File: src/assert_macros.svh
// Assertion macros shared by the framer RTL.
// Each macro takes a label, clock, active-low reset, two expressions and a message.
`ifndef ASSERT_MACROS_SVH
`define ASSERT_MACROS_SVH

// Same-cycle implication.
`define SCPF_ASSERT_IMPL(label, clk, rst_n, a, b, msg) \
  label: assert property (@(posedge clk) disable iff (!rst_n) (a) |-> (b)) else $error(msg);

// Next-cycle implication.
`define SCPF_ASSERT_NEXT(label, clk, rst_n, a, b, msg) \
  label: assert property (@(posedge clk) disable iff (!rst_n) (a) |=> (b)) else $error(msg);

`endif

File: src/scpf_pkg.sv
// Shared types, constants and helpers for the shift cipher packet framer.
// Used by every module of the block; depends on nothing.
package scpf_pkg;

  localparam int KEY_DEPTH_DEF   = 128;
  localparam int MAX_PACKETS_DEF = 99;

  localparam int DATA_PER_PACKET = 18;
  localparam int HEADER_BYTES    = 7;
  localparam int PACKET_SPAN     = 26;
  localparam int FILL_MAX        = 31;
  localparam int LETTER_A        = 97;
  localparam int LETTER_Z        = 122;
  localparam int ASCII_ZERO      = 48;
  localparam int ALPHABET        = 26;

  // Biases that keep the shift sum non-negative before the modulo.
  localparam int ENC_BIAS = 4 * ALPHABET - LETTER_A;
  localparam int DEC_BIAS = 2 * ALPHABET;

  // Reciprocal multiplies for the constant divisions.
  localparam int MOD26_MUL     = 79;
  localparam int MOD26_SHIFT   = 11;
  localparam int RECIP18_MUL   = 3641;
  localparam int RECIP18_SHIFT = 16;
  localparam int RECIP10_MUL   = 205;
  localparam int RECIP10_SHIFT = 11;

  localparam int QUEUE_DEPTH = 4;
  localparam int CFG_ADDR_W  = 2;
  localparam int CFG_DATA_W  = 11;

  localparam logic [CFG_ADDR_W-1:0] CFG_MODE           = 2'd0;
  localparam logic [CFG_ADDR_W-1:0] CFG_KEY_LENGTH     = 2'd1;
  localparam logic [CFG_ADDR_W-1:0] CFG_MESSAGE_LENGTH = 2'd2;

  localparam logic FUNC_KEY  = 1'b0;
  localparam logic FUNC_DATA = 1'b1;

  localparam logic MODE_ENCRYPT = 1'b0;
  localparam logic MODE_DECRYPT = 1'b1;

  // Byte positions within a framed packet as the back end walks them.
  localparam logic [2:0] POS_CNT2  = 3'd0;
  localparam logic [2:0] POS_CNT1  = 3'd1;
  localparam logic [2:0] POS_CNT0  = 3'd2;
  localparam logic [2:0] POS_FIRST = 3'd3;
  localparam logic [2:0] POS_PN2   = 3'd4;
  localparam logic [2:0] POS_PN1   = 3'd5;
  localparam logic [2:0] POS_PN0   = 3'd6;
  localparam logic [2:0] POS_DATA  = 3'd7;

  localparam logic [11:0] BCD_ONE = 12'h001;

  typedef struct packed {
    logic        header;
    logic [7:0]  first_byte;
    logic [11:0] pnum_bcd;
    logic [7:0]  data;
    logic        pend;
    logic        mend;
  } scpf_entry_t;

  function automatic logic [11:0] bcd3_inc(input logic [11:0] v);
    logic [11:0] r;
    logic        carry;
    r     = v;
    carry = 1'b1;
    for (int i = 0; i < 3; i++) begin
      if (carry) begin
        if (r[4*i +: 4] == 4'd9) begin
          r[4*i +: 4] = 4'd0;
        end else begin
          r[4*i +: 4] = r[4*i +: 4] + 4'd1;
          carry       = 1'b0;
        end
      end
    end
    return r;
  endfunction

endpackage

File: src/shift_cipher_packet_framer_top.sv
// Top level of the shift cipher packet framer: configuration registers and wiring.
// Depends on scpf_pkg, scpf_front, scpf_queue and scpf_back.
//
//   port group   direction  handshake          payload
//   in_*         input      in_push / in_full  func, key slot and shift, data byte, done flags
//   out_*        output     out_empty / out_pop byte, packet end, message end, run last
//   cfg_*        input      cfg_we             cfg_addr, cfg_wdata
//
// One input item is taken per cycle while in_full is low; a data byte passes the front stage
// register and the queue to the output register. A packet-opening byte yields eight results,
// one per cycle while out_pop keeps pace, so framing sustains about 25 outputs per 18 inputs.
// The key table read sets the front stage: registered, ready in the cycle after acceptance.
// Reset is synchronous; the key table holds no reset and needs no clearing pass.
// A stall on the output fills the queue, after which in_full rises until room returns.

module shift_cipher_packet_framer_top #(
  parameter int KEY_DEPTH   = scpf_pkg::KEY_DEPTH_DEF,
  parameter int MAX_PACKETS = scpf_pkg::MAX_PACKETS_DEF
) (
  input  logic                            clk,
  input  logic                            rst_n,
  input  logic                            in_push,
  output logic                            in_full,
  input  logic                            in_func,
  input  logic [6:0]                      in_key_slot,
  input  logic [4:0]                      in_key_shift,
  input  logic [7:0]                      in_data_byte,
  input  logic                            in_packet_done,
  input  logic                            in_message_done,
  output logic                            out_empty,
  input  logic                            out_pop,
  output logic [7:0]                      out_byte,
  output logic                            out_packet_end,
  output logic                            out_message_end,
  output logic                            out_run_last,
  input  logic                            cfg_we,
  input  logic [scpf_pkg::CFG_ADDR_W-1:0] cfg_addr,
  input  logic [scpf_pkg::CFG_DATA_W-1:0] cfg_wdata
);

  logic        mode_r;
  logic [7:0]  key_length_r;
  logic [10:0] message_length_r;

  always_ff @(posedge clk) begin
    if (!rst_n) begin
      mode_r           <= scpf_pkg::MODE_ENCRYPT;
      key_length_r     <= 8'd1;
      message_length_r <= 11'd1;
    end else if (cfg_we) begin
      case (cfg_addr)
        scpf_pkg::CFG_MODE:           mode_r           <= cfg_wdata[0];
        scpf_pkg::CFG_KEY_LENGTH:     key_length_r     <= cfg_wdata[7:0];
        scpf_pkg::CFG_MESSAGE_LENGTH: message_length_r <= cfg_wdata[10:0];
        default: begin
        end
      endcase
    end
  end

  logic                  q_push, q_full, q_pop, q_empty;
  scpf_pkg::scpf_entry_t q_wr_entry, q_head;

  scpf_front #(
    .KEY_DEPTH   (KEY_DEPTH),
    .MAX_PACKETS (MAX_PACKETS)
  ) u_front (
    .clk                (clk),
    .rst_n              (rst_n),
    .in_push            (in_push),
    .in_full            (in_full),
    .in_func            (in_func),
    .in_key_slot        (in_key_slot),
    .in_key_shift       (in_key_shift),
    .in_data_byte       (in_data_byte),
    .in_packet_done     (in_packet_done),
    .in_message_done    (in_message_done),
    .cfg_mode           (mode_r),
    .cfg_key_length     (key_length_r),
    .cfg_message_length (message_length_r),
    .q_push             (q_push),
    .q_entry            (q_wr_entry),
    .q_full             (q_full)
  );

  scpf_queue u_queue (
    .clk      (clk),
    .rst_n    (rst_n),
    .push     (q_push),
    .wr_entry (q_wr_entry),
    .full     (q_full),
    .pop      (q_pop),
    .head     (q_head),
    .empty    (q_empty)
  );

  scpf_back u_back (
    .clk                (clk),
    .rst_n              (rst_n),
    .cfg_message_length (message_length_r),
    .q_head             (q_head),
    .q_empty            (q_empty),
    .q_pop              (q_pop),
    .out_empty          (out_empty),
    .out_pop            (out_pop),
    .out_byte           (out_byte),
    .out_packet_end     (out_packet_end),
    .out_message_end    (out_message_end),
    .out_run_last       (out_run_last)
  );

endmodule

File: src/scpf_front.sv
// Front end: accepts items, loads the key table, classifies bytes and ciphers them.
// Depends on scpf_pkg and assert_macros.svh; feeds scpf_queue.
`include "assert_macros.svh"

module scpf_front #(
  parameter int KEY_DEPTH   = scpf_pkg::KEY_DEPTH_DEF,
  parameter int MAX_PACKETS = scpf_pkg::MAX_PACKETS_DEF
) (
  input  logic                  clk,
  input  logic                  rst_n,
  input  logic                  in_push,
  output logic                  in_full,
  input  logic                  in_func,
  input  logic [6:0]            in_key_slot,
  input  logic [4:0]            in_key_shift,
  input  logic [7:0]            in_data_byte,
  input  logic                  in_packet_done,
  input  logic                  in_message_done,
  input  logic                  cfg_mode,
  input  logic [7:0]            cfg_key_length,
  input  logic [10:0]           cfg_message_length,
  output logic                  q_push,
  output scpf_pkg::scpf_entry_t q_entry,
  input  logic                  q_full
);

  localparam int AW  = (KEY_DEPTH > 1) ? $clog2(KEY_DEPTH) : 1;
  localparam int LW  = ($clog2(KEY_DEPTH + 1) > 8) ? $clog2(KEY_DEPTH + 1) : 8;
  localparam int PNW = (MAX_PACKETS > 1) ? $clog2(MAX_PACKETS + 1) : 1;

  logic [4:0] key_mem [KEY_DEPTH];
  logic [4:0] key_rd_r;

  logic [AW-1:0]  kpos_r, kpos_nxt;
  logic [10:0]    bytes_r, bytes_nxt;
  logic [4:0]     fill_r, fill_nxt;
  logic [PNW-1:0] pnum_r, pnum_nxt;
  logic [11:0]    pbcd_r, pbcd_nxt;
  logic [7:0]     fcb_r;

  logic        stg_v_r, stg_v_nxt;
  logic        stg_fwd_r, stg_hdr_r, stg_first_r, stg_pend_r, stg_mend_r;
  logic [7:0]  stg_data_r;
  logic [11:0] stg_pbcd_r;

  logic          accept, is_data, is_enc, slot_ok, use_key, stg_ld, stg_move;
  logic [LW-1:0] klen, pos_inc;
  logic [AW-1:0] pos_cur, pos_adv;
  logic [10:0]   mlen;
  logic [11:0]   bd_inc;
  logic [5:0]    fill_inc;
  logic          last, emit_enc, full_pkt, pn_last, kept;
  logic          hdr_ld, first_ld, pend_ld, mend_ld;

  assign accept   = in_push && !in_full;
  assign in_full  = stg_v_r && q_full;
  assign stg_move = stg_v_r && !q_full;
  assign q_push   = stg_move;
  assign is_data  = (in_func == scpf_pkg::FUNC_DATA);
  assign is_enc   = (cfg_mode == scpf_pkg::MODE_ENCRYPT);
  assign slot_ok  = (32'(in_key_slot) < KEY_DEPTH);

  always_comb begin
    klen = LW'(cfg_key_length);
    if (klen == '0) begin
      klen = LW'(1);
    end
    if (klen > LW'(KEY_DEPTH)) begin
      klen = LW'(KEY_DEPTH);
    end
  end

  assign pos_cur = (LW'(kpos_r) >= klen) ? '0 : kpos_r;
  assign pos_inc = LW'(pos_cur) + LW'(1);
  assign pos_adv = (pos_inc >= klen) ? '0 : AW'(pos_inc);

  assign mlen     = (cfg_message_length == '0) ? 11'd1 : cfg_message_length;
  assign bd_inc   = {1'b0, bytes_r} + 12'd1;
  assign last     = (bd_inc >= {1'b0, mlen});
  assign emit_enc = (pnum_r < PNW'(MAX_PACKETS));
  assign fill_inc = {1'b0, fill_r} + 6'd1;
  assign full_pkt = (fill_inc >= 6'(scpf_pkg::DATA_PER_PACKET));
  assign pn_last  = (({1'b0, pnum_r} + (PNW+1)'(1)) >= (PNW+1)'(MAX_PACKETS));

  assign kept = (fill_r >= 5'(scpf_pkg::HEADER_BYTES)) &&
                (fill_r < 5'(scpf_pkg::PACKET_SPAN - 1)) &&
                (in_data_byte >= 8'(scpf_pkg::LETTER_A)) &&
                (in_data_byte <= 8'(scpf_pkg::LETTER_Z));

  assign use_key  = accept && is_data && (is_enc || kept);
  assign stg_ld   = accept && is_data && (is_enc ? emit_enc : kept);
  assign hdr_ld   = is_enc && (fill_r == '0);
  assign first_ld = is_enc && (bytes_r == '0);
  assign pend_ld  = is_enc && (full_pkt || last);
  assign mend_ld  = is_enc ? (last || (full_pkt && pn_last)) : in_message_done;

  always_comb begin
    kpos_nxt  = kpos_r;
    bytes_nxt = bytes_r;
    fill_nxt  = fill_r;
    pnum_nxt  = pnum_r;
    pbcd_nxt  = pbcd_r;
    if (accept && is_data) begin
      if (use_key) begin
        kpos_nxt = pos_adv;
      end
      if (is_enc) begin
        if (emit_enc) begin
          if (full_pkt) begin
            fill_nxt = '0;
            pnum_nxt = pnum_r + PNW'(1);
            pbcd_nxt = scpf_pkg::bcd3_inc(pbcd_r);
          end else begin
            fill_nxt = fill_inc[4:0];
          end
        end
        if (last) begin
          bytes_nxt = '0;
          fill_nxt  = '0;
          pnum_nxt  = '0;
          pbcd_nxt  = scpf_pkg::BCD_ONE;
          kpos_nxt  = '0;
        end else begin
          bytes_nxt = bd_inc[10:0];
        end
      end else begin
        if (in_packet_done || in_message_done) begin
          fill_nxt = '0;
        end else if (fill_r < 5'(scpf_pkg::FILL_MAX)) begin
          fill_nxt = fill_r + 5'd1;
        end
        if (in_message_done) begin
          kpos_nxt = '0;
        end
      end
    end
  end

  always_comb begin
    stg_v_nxt = stg_v_r;
    if (stg_ld) begin
      stg_v_nxt = 1'b1;
    end else if (stg_move) begin
      stg_v_nxt = 1'b0;
    end
  end

  always_ff @(posedge clk) begin
    if (!rst_n) begin
      kpos_r  <= '0;
      bytes_r <= '0;
      fill_r  <= '0;
      pnum_r  <= '0;
      pbcd_r  <= scpf_pkg::BCD_ONE;
      fcb_r   <= '0;
      stg_v_r <= 1'b0;
    end else begin
      kpos_r  <= kpos_nxt;
      bytes_r <= bytes_nxt;
      fill_r  <= fill_nxt;
      pnum_r  <= pnum_nxt;
      pbcd_r  <= pbcd_nxt;
      stg_v_r <= stg_v_nxt;
      if (stg_move && stg_first_r) begin
        fcb_r <= q_entry.data;
      end
    end
  end

  always_ff @(posedge clk) begin
    if (accept && !is_data && slot_ok) begin
      key_mem[AW'(in_key_slot)] <= in_key_shift;
    end
    if (use_key) begin
      key_rd_r <= key_mem[pos_cur];
    end
  end

  always_ff @(posedge clk) begin
    if (stg_ld) begin
      stg_fwd_r   <= is_enc;
      stg_data_r  <= in_data_byte;
      stg_hdr_r   <= hdr_ld;
      stg_first_r <= first_ld;
      stg_pend_r  <= pend_ld;
      stg_mend_r  <= mend_ld;
      stg_pbcd_r  <= pbcd_r;
    end
  end

  logic [8:0]  sum;
  logic [14:0] quo_prod;
  logic [3:0]  quo;
  logic [8:0]  rem;
  logic [7:0]  cipher;

  always_comb begin
    if (stg_fwd_r) begin
      sum = 9'(stg_data_r) + 9'(key_rd_r) + 9'(scpf_pkg::ENC_BIAS);
    end else begin
      sum = 9'(stg_data_r) - 9'(scpf_pkg::LETTER_A) + 9'(scpf_pkg::DEC_BIAS) - 9'(key_rd_r);
    end
    quo_prod = 15'(sum) * 15'(scpf_pkg::MOD26_MUL);
    quo      = 4'(quo_prod >> scpf_pkg::MOD26_SHIFT);
    rem      = sum - 9'(quo) * 9'(scpf_pkg::ALPHABET);
    cipher   = 8'(rem) + 8'(scpf_pkg::LETTER_A);
  end

  always_comb begin
    q_entry.header     = stg_hdr_r;
    q_entry.first_byte = stg_first_r ? cipher : fcb_r;
    q_entry.pnum_bcd   = stg_pbcd_r;
    q_entry.data       = cipher;
    q_entry.pend       = stg_pend_r;
    q_entry.mend       = stg_mend_r;
  end

  `SCPF_ASSERT_NEXT(a_stage_holds, clk, rst_n, stg_v_r && q_full,
                    stg_v_r && $stable(stg_data_r) && $stable(key_rd_r),
                    "stalled stage item changed")
  `SCPF_ASSERT_IMPL(a_header_first, clk, rst_n, stg_v_r && stg_first_r, stg_hdr_r,
                    "first byte of a message without a packet header")

endmodule

File: src/scpf_queue.sv
// Short queue of ciphered items between the front and back ends.
// Depends on scpf_pkg and assert_macros.svh.
`include "assert_macros.svh"

module scpf_queue (
  input  logic                  clk,
  input  logic                  rst_n,
  input  logic                  push,
  input  scpf_pkg::scpf_entry_t wr_entry,
  output logic                  full,
  input  logic                  pop,
  output scpf_pkg::scpf_entry_t head,
  output logic                  empty
);

  localparam int PW = $clog2(scpf_pkg::QUEUE_DEPTH);

  scpf_pkg::scpf_entry_t slots [scpf_pkg::QUEUE_DEPTH];

  logic [PW-1:0] wr_ptr_r, wr_ptr_nxt, rd_ptr_r, rd_ptr_nxt;
  logic [PW:0]   count_r, count_nxt;
  logic          do_push, do_pop;

  assign full    = (count_r == (PW+1)'(scpf_pkg::QUEUE_DEPTH));
  assign empty   = (count_r == '0);
  assign do_push = push && !full;
  assign do_pop  = pop && !empty;
  assign head    = slots[rd_ptr_r];

  always_comb begin
    wr_ptr_nxt = do_push ? wr_ptr_r + PW'(1) : wr_ptr_r;
    rd_ptr_nxt = do_pop ? rd_ptr_r + PW'(1) : rd_ptr_r;
    count_nxt  = count_r + (PW+1)'(do_push) - (PW+1)'(do_pop);
  end

  always_ff @(posedge clk) begin
    if (!rst_n) begin
      wr_ptr_r <= '0;
      rd_ptr_r <= '0;
      count_r  <= '0;
    end else begin
      wr_ptr_r <= wr_ptr_nxt;
      rd_ptr_r <= rd_ptr_nxt;
      count_r  <= count_nxt;
    end
  end

  always_ff @(posedge clk) begin
    if (do_push) begin
      slots[wr_ptr_r] <= wr_entry;
    end
  end

  `SCPF_ASSERT_IMPL(a_no_overflow, clk, rst_n, push, !full, "push into a full queue")
  `SCPF_ASSERT_IMPL(a_no_underflow, clk, rst_n, pop, !empty, "pop from an empty queue")

endmodule

File: src/scpf_back.sv
// Back end: expands queued items into header and cipher bytes and holds the output.
// Depends on scpf_pkg and assert_macros.svh; reads scpf_queue.
`include "assert_macros.svh"

module scpf_back (
  input  logic                  clk,
  input  logic                  rst_n,
  input  logic [10:0]           cfg_message_length,
  input  scpf_pkg::scpf_entry_t q_head,
  input  logic                  q_empty,
  output logic                  q_pop,
  output logic                  out_empty,
  input  logic                  out_pop,
  output logic [7:0]            out_byte,
  output logic                  out_packet_end,
  output logic                  out_message_end,
  output logic                  out_run_last
);

  logic [10:0] mlen;
  logic [11:0] mlen_round;
  logic [22:0] cnt_prod;
  logic [6:0]  cnt_r;
  logic        cnt_hund;
  logic [6:0]  cnt_rem;
  logic [14:0] tens_prod;
  logic [3:0]  cnt_tens, cnt_ones;
  logic [11:0] cnt_dig_r;

  assign mlen       = (cfg_message_length == '0) ? 11'd1 : cfg_message_length;
  assign mlen_round = 12'(mlen) + 12'(scpf_pkg::DATA_PER_PACKET - 1);
  assign cnt_prod   = 23'(mlen_round) * 23'(scpf_pkg::RECIP18_MUL);

  always_comb begin
    cnt_hund  = (cnt_r >= 7'd100);
    cnt_rem   = cnt_hund ? cnt_r - 7'd100 : cnt_r;
    tens_prod = 15'(cnt_rem) * 15'(scpf_pkg::RECIP10_MUL);
    cnt_tens  = 4'(tens_prod >> scpf_pkg::RECIP10_SHIFT);
    cnt_ones  = 4'(cnt_rem - 7'(cnt_tens) * 7'd10);
  end

  always_ff @(posedge clk) begin
    cnt_r     <= 7'(cnt_prod >> scpf_pkg::RECIP18_SHIFT);
    cnt_dig_r <= {3'd0, cnt_hund, cnt_tens, cnt_ones};
  end

  logic [2:0] idx_r, idx_nxt, cur;
  logic       out_v_r, out_v_nxt, load;
  logic [7:0] byte_sel;

  assign cur       = q_head.header ? idx_r : scpf_pkg::POS_DATA;
  assign load      = !q_empty && (!out_v_r || out_pop);
  assign q_pop     = load && (cur == scpf_pkg::POS_DATA);
  assign out_empty = !out_v_r;

  always_comb begin
    idx_nxt = idx_r;
    if (load) begin
      idx_nxt = (cur == scpf_pkg::POS_DATA) ? scpf_pkg::POS_CNT2 : cur + 3'd1;
    end
    out_v_nxt = out_v_r;
    if (load) begin
      out_v_nxt = 1'b1;
    end else if (out_pop) begin
      out_v_nxt = 1'b0;
    end
  end

  always_comb begin
    unique case (cur)
      scpf_pkg::POS_CNT2:  byte_sel = 8'(scpf_pkg::ASCII_ZERO) + 8'(cnt_dig_r[11:8]);
      scpf_pkg::POS_CNT1:  byte_sel = 8'(scpf_pkg::ASCII_ZERO) + 8'(cnt_dig_r[7:4]);
      scpf_pkg::POS_CNT0:  byte_sel = 8'(scpf_pkg::ASCII_ZERO) + 8'(cnt_dig_r[3:0]);
      scpf_pkg::POS_FIRST: byte_sel = q_head.first_byte;
      scpf_pkg::POS_PN2:   byte_sel = 8'(scpf_pkg::ASCII_ZERO) + 8'(q_head.pnum_bcd[11:8]);
      scpf_pkg::POS_PN1:   byte_sel = 8'(scpf_pkg::ASCII_ZERO) + 8'(q_head.pnum_bcd[7:4]);
      scpf_pkg::POS_PN0:   byte_sel = 8'(scpf_pkg::ASCII_ZERO) + 8'(q_head.pnum_bcd[3:0]);
      scpf_pkg::POS_DATA:  byte_sel = q_head.data;
    endcase
  end

  always_ff @(posedge clk) begin
    if (!rst_n) begin
      idx_r   <= scpf_pkg::POS_CNT2;
      out_v_r <= 1'b0;
    end else begin
      idx_r   <= idx_nxt;
      out_v_r <= out_v_nxt;
    end
  end

  always_ff @(posedge clk) begin
    if (load) begin
      out_byte        <= byte_sel;
      out_packet_end  <= (cur == scpf_pkg::POS_DATA) && q_head.pend;
      out_message_end <= (cur == scpf_pkg::POS_DATA) && q_head.mend;
      out_run_last    <= (cur == scpf_pkg::POS_DATA);
    end
  end

  `SCPF_ASSERT_IMPL(a_header_needs_head, clk, rst_n, idx_r != scpf_pkg::POS_CNT2, !q_empty,
                    "queue head left in the middle of a header")

endmodule
File: config.mk
export PLATFORM = sky130hd
export DESIGN_NAME = shift_cipher_packet_framer_top
export DESIGN_NICKNAME = d
export VERILOG_FILES = /design/src/scpf_pkg.sv /design/src/shift_cipher_packet_framer_top.sv /design/src/scpf_front.sv /design/src/scpf_queue.sv /design/src/scpf_back.sv
export VERILOG_INCLUDE_DIRS = /design/src /design/src/src
export SDC_FILE = /design/constraint.sdc
export NUM_CORES = 2
export LEC_CHECK = 0
export BUFFER_PORTS_ARGS = -buffer_cell sky130_fd_sc_hd__clkbuf_2
export CORE_UTILIZATION = 49
export DETAILED_ROUTE_END_ITERATION = 8
export RECOVER_POWER = 25
export SYNTH_ARGS = -nofsm -noshare
export SYNTH_HDL_FRONTEND = slang
export SYNTH_SLANG_ARGS = --single-unit
File: constraint.sdc
create_clock -name clk -period 10.25 [get_ports clk]
set_clock_uncertainty 0.1 [all_clocks]
set_input_delay 3.075 -clock clk [delete_from_list [all_inputs] [get_ports clk]]
set_output_delay 3.075 -clock clk [all_outputs]
set_load 0.1 [all_outputs]
Yosys cells after proc, flatten, opt, wreduce, memory -nomap -nowiden
Memory sizes are Yosys's and may differ from the RTL's. A register that Yosys moved wholly into a read port is not among the register bits.
Index checks and enable logic that the tools add are counted.
{ "totals": {"register_bits": 134, "word_cells": 204, "memories": 2, "in_bits": 41, "ram_bits": 764, "out_inout_bits": 13} }
{ "op_classes": {"bitwise_logic": 1, "n_eq_ne": 14, "order_cmp": 13, "addsub": 30, "reduce_logical": 53, "mux": 56, "mul": 5} }
{ "memory_table": {"columns": ["name", "depth", "word_bits", "rd", "rd_clocked_by_memory_dff", "wr", "line", "source"], "rows": [
  ["u_front.key_mem", 128, 5, 1, 1, 1, "scpf_front.sv:31", "logic [4:0] key_mem [KEY_DEPTH];"],
  ["u_queue.slots", 4, 31, 1, 1, 1, "scpf_queue.sv:18", "scpf_pkg::scpf_entry_t slots [scpf_pkg::QUEUE_DEPTH];"]
]} }
{ "op_table": {"columns": ["op", "count"], "rows": [
  ["2-to-1 mux 7 bit", 10],
  ["one-hot mux 8 bit (8 select lines)", 1],
  ["2-to-1 mux 12 bit", 3],
  ["adder 6 x 4 -> 7 bit (first input constant)", 5],
  ["2-to-1 mux 5 bit", 6],
  ["2-to-1 mux 8 bit", 3],
  ["multiplier 12 x 12 -> 23 bit (second input constant)", 1],
  ["logical NOT 11 bit", 2],
  ["2-to-1 mux 11 bit", 2],
  ["logical AND 1 bit", 21],
  ["2-to-1 mux 1 bit", 21],
  ["2-to-1 mux 4 bit", 5],
  ["adder 7 x 1 -> 8 bit (second input constant)", 2],
  ["greater-or-equal comparator 8 x 7 -> 1 bit (second input constant)", 2],
  ["equality test 3 bit (second input constant)", 5],
  ["multiplier 7 x 8 -> 15 bit (second input constant)", 1],
  ["multiplier 9 x 7 -> 15 bit (second input constant)", 1],
  ["adder 11 x 1 -> 12 bit (second input constant)", 1],
  ["adder 11 x 5 -> 12 bit (second input constant)", 1],
  ["adder 4 x 1 -> 4 bit (second input constant)", 3],
  ["equality test 4 bit (second input constant)", 3],
  ["greater-or-equal comparator 12 x 11 -> 1 bit", 1],
  ["nonzero test 2 bit", 6],
  ["less-than comparator 5 bit (second input constant)", 2],
  ["47 further kinds", 64]
]} }

Longest topological paths before layout
{ "logic_depth": {"depth_word": 15, "depth_mapped": 38, "mapped_depth_nobuf": 38} }

By module
A second synthesis with hierarchy kept.
{ "unflattened": {"hier_cells": 3384, "area_unflattened_um2": 43873.3} }
{ "modules_own_cells": {"columns": ["module", "area_each_um2", "cells_per_inst", "n_inst", "seq_area_each_um2"], "rows": [
  ["scpf_front", 33572.2, 2600, 1, 21140.3],
  ["scpf_queue", 4956.0, 211, 1, 3903.7],
  ["scpf_back", 4561.9, 493, 1, 730.7],
  ["shift_cipher_packet_framer_top", 783.3, 80, 1, 400.4]
]} }

Least setup slack after synthesis
No wires, ideal clock.
{ "synth_path": {"path_kind": "flip-flop to flip-flop", "from": "reg u_front.stg_data_r[1]", "to": "mem u_queue.slots[0][29] (netlist bit), data pin", "arrival_ps": 7995, "n_path_buf": 0, "synth_period_minus_slack_ps": 8384, "path_stages_with_launch": 34, "setup_ps": 289, "path_slack_ps": 1866, "cell_sequence": "edfxtp_1 > inv_1 > ha_1 > inv_1 > ha_1 > fa_1 > nand2_1 > o21ai_0 > a21oi_1 > nor2_1 > o32ai_1 > xnor2_1 > inv_1 > fa_1 > ha_1 > fa_1 > fa_1 > ha_1 > a2111oi_0 > nor3_1 > or3_1 > a21oi_1 > xnor2_1 > ha_1 > ha_1 > fa_1 > xor2_1 > ha_1 > inv_1 > ha_1 > a21oi_1 > xnor2_1 > xnor2_1 > a21oi_1"} }
{ "synth_lines": {"columns": ["item", "line", "source"], "rows": [
  ["start, declared", "scpf_front.sv:43", "logic [7:0] stg_data_r;"],
  ["start signal, assigned", "scpf_front.sv:182", "stg_data_r <= in_data_byte;"],
  ["end, declared", "scpf_queue.sv:18", null]
]} }

==> metrics <==
status complete, but fails checks; failing checks max-capacitance violations, max-slew violations; H-tree levels 3; Setup TNS Final 0 ps; WS Path Type flip-flop to flip-flop; postcts setup bufs 0; EDFF count, synth roughly 800; vias per cell a little under 6; routed wire length 104 mm; Clock Power Share 0.253; Max IR drop VDD ~0.9 mV; Fin. Hold Viols 0; count of filler cells inserted in the layout between 7k and 8k; NetSw 0.00440 W; Setup WS post-layout around 960 ps; Starting DRT DRC Count between 2k and 2.5k; first-pass GRT wire length 159 mm; sequential group share of total power 0.394; post-synthesis sequential area ratio 0.615; CTS tree yes; die area 88100 sq um; dpl hpwl 67.9 mm; Die Width ~300 um; f_max ~110 MHz; Slew HR -1.98; count leader, synth edfxtp_1; reg2reg setup slack approximately 960 ps; nets@finish 3552; initial core utilization 0.498; Tot GR Track Use 0.235; worst min-delay path class flip-flop to flip-flop; Slew Limit Fails approximately 350; Post-Synthesis Cells ~3.2k; crit path DAT 9550 ps; yosys warns 0; P_int about 0.009 W; Mean Syn Cell Area around 13 sq um; P&R area growth vs syn 10.5%; Mapped Area around 43000 sq um; total core area around 86000 sq um; RSZ-0062 raised after global routing no; Skew-Pair Late Insertion Delay ~700 ps; worst slack at placement about 980 ps; CP most frequent cell ha_1; Cell Pwr Density around 290 nW/um^2; Slowest cell on crit path fa_1; minimum clock period 9290 ps; leading area contributor after synthesis edfxtp_1; I/O pin count 54; Crit Path Max Fanout 4; crit-path max cell delay approximately 580 ps; Setup crit end kind flip-flop; proportion of layout cells with a drive suffix above 1 0.103; Die Span Y roughly 300 um; Leak approximately 16 nW; initial antenna violation count 4; port bufs 53; final worst path period share 0.906; #FFs+latches synth approximately 910; root buf cell clkbuf_16; Yosys top cell area share 0.568; via count approximately 26k; Final GP Congestion roughly 0.86; pin count of the biggest net entering global routing between 80 and 90; maxcap violations 8; Least-Margin Pin Slew approximately 4500 ps; Residual DRC 0; Site Rows about 110; syn_nets around 3.5k; synth unique cells just over 90; Logic pwr share 0.353; post_cts resized 0; vias in the first global route between 20k and 30k; DRT antenna net count 0; Most used DFF post-synth edfxtp_1; Initial DRT Pass Iterations 6; Switching Share 0.328; total congestion overflow 0; Post-synth top cells edfxtp_1 (805), nor2_1 (286), ha_1 (225), nand2_1 (222), inv_1 (207); ys async rst share 0; CP required between 10000 and 15000 ps; wire length per cell between 20 and 25 um; final setup violation count 0; Area contributors post-synth edfxtp_1 (57%), ha_1 (6.6%), dfxtp_1 (4.7%); Hold-fix buffers, CTS 0; CP startpoint kind flip-flop; total CTS buffers between 90 and 100; Max Root-Sink Buffers 3; diodes inserted 0; Reg clk slew, reported paths 60 ps; CTS Sinks 905
[stage by stage]
step                      std cells  hold WS, ps  power, W  instance area, sq um  utilization
final                          4441          358    0.0134                 47000        0.550
after global routing           4441          377    0.0141                 47000        0.550
after detailed placement       4275          354    0.0101                 44100        0.515
after floorplan                3168          333   0.00903                 42600            -
after CTS                      4441          362    0.0135                 47100        0.551
after global placement         4275          340   0.00982                 44100        0.515
[logic make-up after synthesis]
family / Yosys count / synth area share
simple gates: 761 / 0.0807
xor+xnor: 76 / 0.0156
compound gates: 593 / 0.0964
fa+ha+maj: 284 / 0.0939
mux: 202 / 0.0651
flops: 905 / 0.615
buf+inv: 347 / 0.0335
[registers in the layout, indices dropped and copies added, names as in the netlist, 9 cells and up, named ones only]
signal,cells
u_front.bytes_r,11
u_front.pbcd_r,12
message_length_r,11
u_front.key_mem,640
u_queue.slots,124
u_back.cnt_dig_r,9
u_front.stg_pbcd_r,12
[final timing paths]
check,from,to,cells after the start
hold reg to reg,u_front.fcb_r[4],u_front.fcb_r[4],2
setup / recovery,u_front.stg_data_r[1],u_queue.slots[3][29],33
setup reg to reg,u_front.stg_data_r[1],u_queue.slots[3][29],33
hold / removal,u_front.fcb_r[4],u_front.fcb_r[4],2
[worst max-delay path, delay by kind of cell (launching register included)]
family | cells | cell delay (ps)
AOI/OAI and AO/OA | 7 | 1700
xor gates and xnor gates | 5 | 1150
adders and majority gates | 13 | 4640
buffers and inverters | 4 | 350
DFF | 1 | 350
and+or+nand+nor | 4 | 680
[area by class of cell]
| type | instances | area, sq um | area share |
|---|---|---|---|
| Multi-Input combinational cell | 1916 | 15000 | 0.319 |
| Clock inverter | 51 | 591 | 0.0126 |
| Clock buffer | 115 | 2460 | 0.0523 |
| Sequential cell | 905 | 26200 | 0.557 |
| Timing Repair Buffer | 97 | 557 | 0.0118 |
| Tap cell | 1144 | 1430 | 0.0304 |
| Inverter | 213 | 800 | 0.0170 |
[power groups by stage]
stage / Combinational (W) / Sequential [W] / Clock [W]
floorplan: 0.00351 / 0.00552 / 0
global placement: 0.00446 / 0.00536 / 0
detailed placement: 0.00473 / 0.00535 / 0
CTS: 0.00478 / 0.00527 / 0.00345
global route: 0.00529 / 0.00521 / 0.00359
finish: 0.00474 / 0.00528 / 0.00340
[placed cells by master (no fill, tap or decap), drive strengths merged, types with 22 or more instances in the layout]
cell type | netlist | routed
nand3 | 74 | 74
inv | 208 | 209
dfxtp | 100 | 100
o22ai | 26 | 26
a31oi | 26 | 26
clkbuf | 67 | 174
clkinv | 5 | 41
nor3 | 37 | 37
o211ai | 25 | 25
a21oi | 153 | 153
xor2 | 27 | 27
nand2 | 223 | 223
mux2i | 107 | 107
o221ai | 47 | 47
fa | 59 | 59
and2 | 26 | 26
mux4 | 56 | 56
mux2 | 39 | 39
o21ai | 101 | 101
a21o | 22 | 22
edfxtp | 805 | 805
ha | 225 | 225
buf | 67 | 38
nor2 | 287 | 287
xnor2 | 49 | 49
[layer usage]
metal  vias to the layer above  part of all wire  global-route usage
li1                      12100                 -                   -
met1                     13200              0.42               0.308
met2                       848              0.50               0.406
met3                       169             0.059              0.0342
met4                         4             0.026              0.0687
met5                         -           0.00033                   0
(Power assumes the default switching activity.)
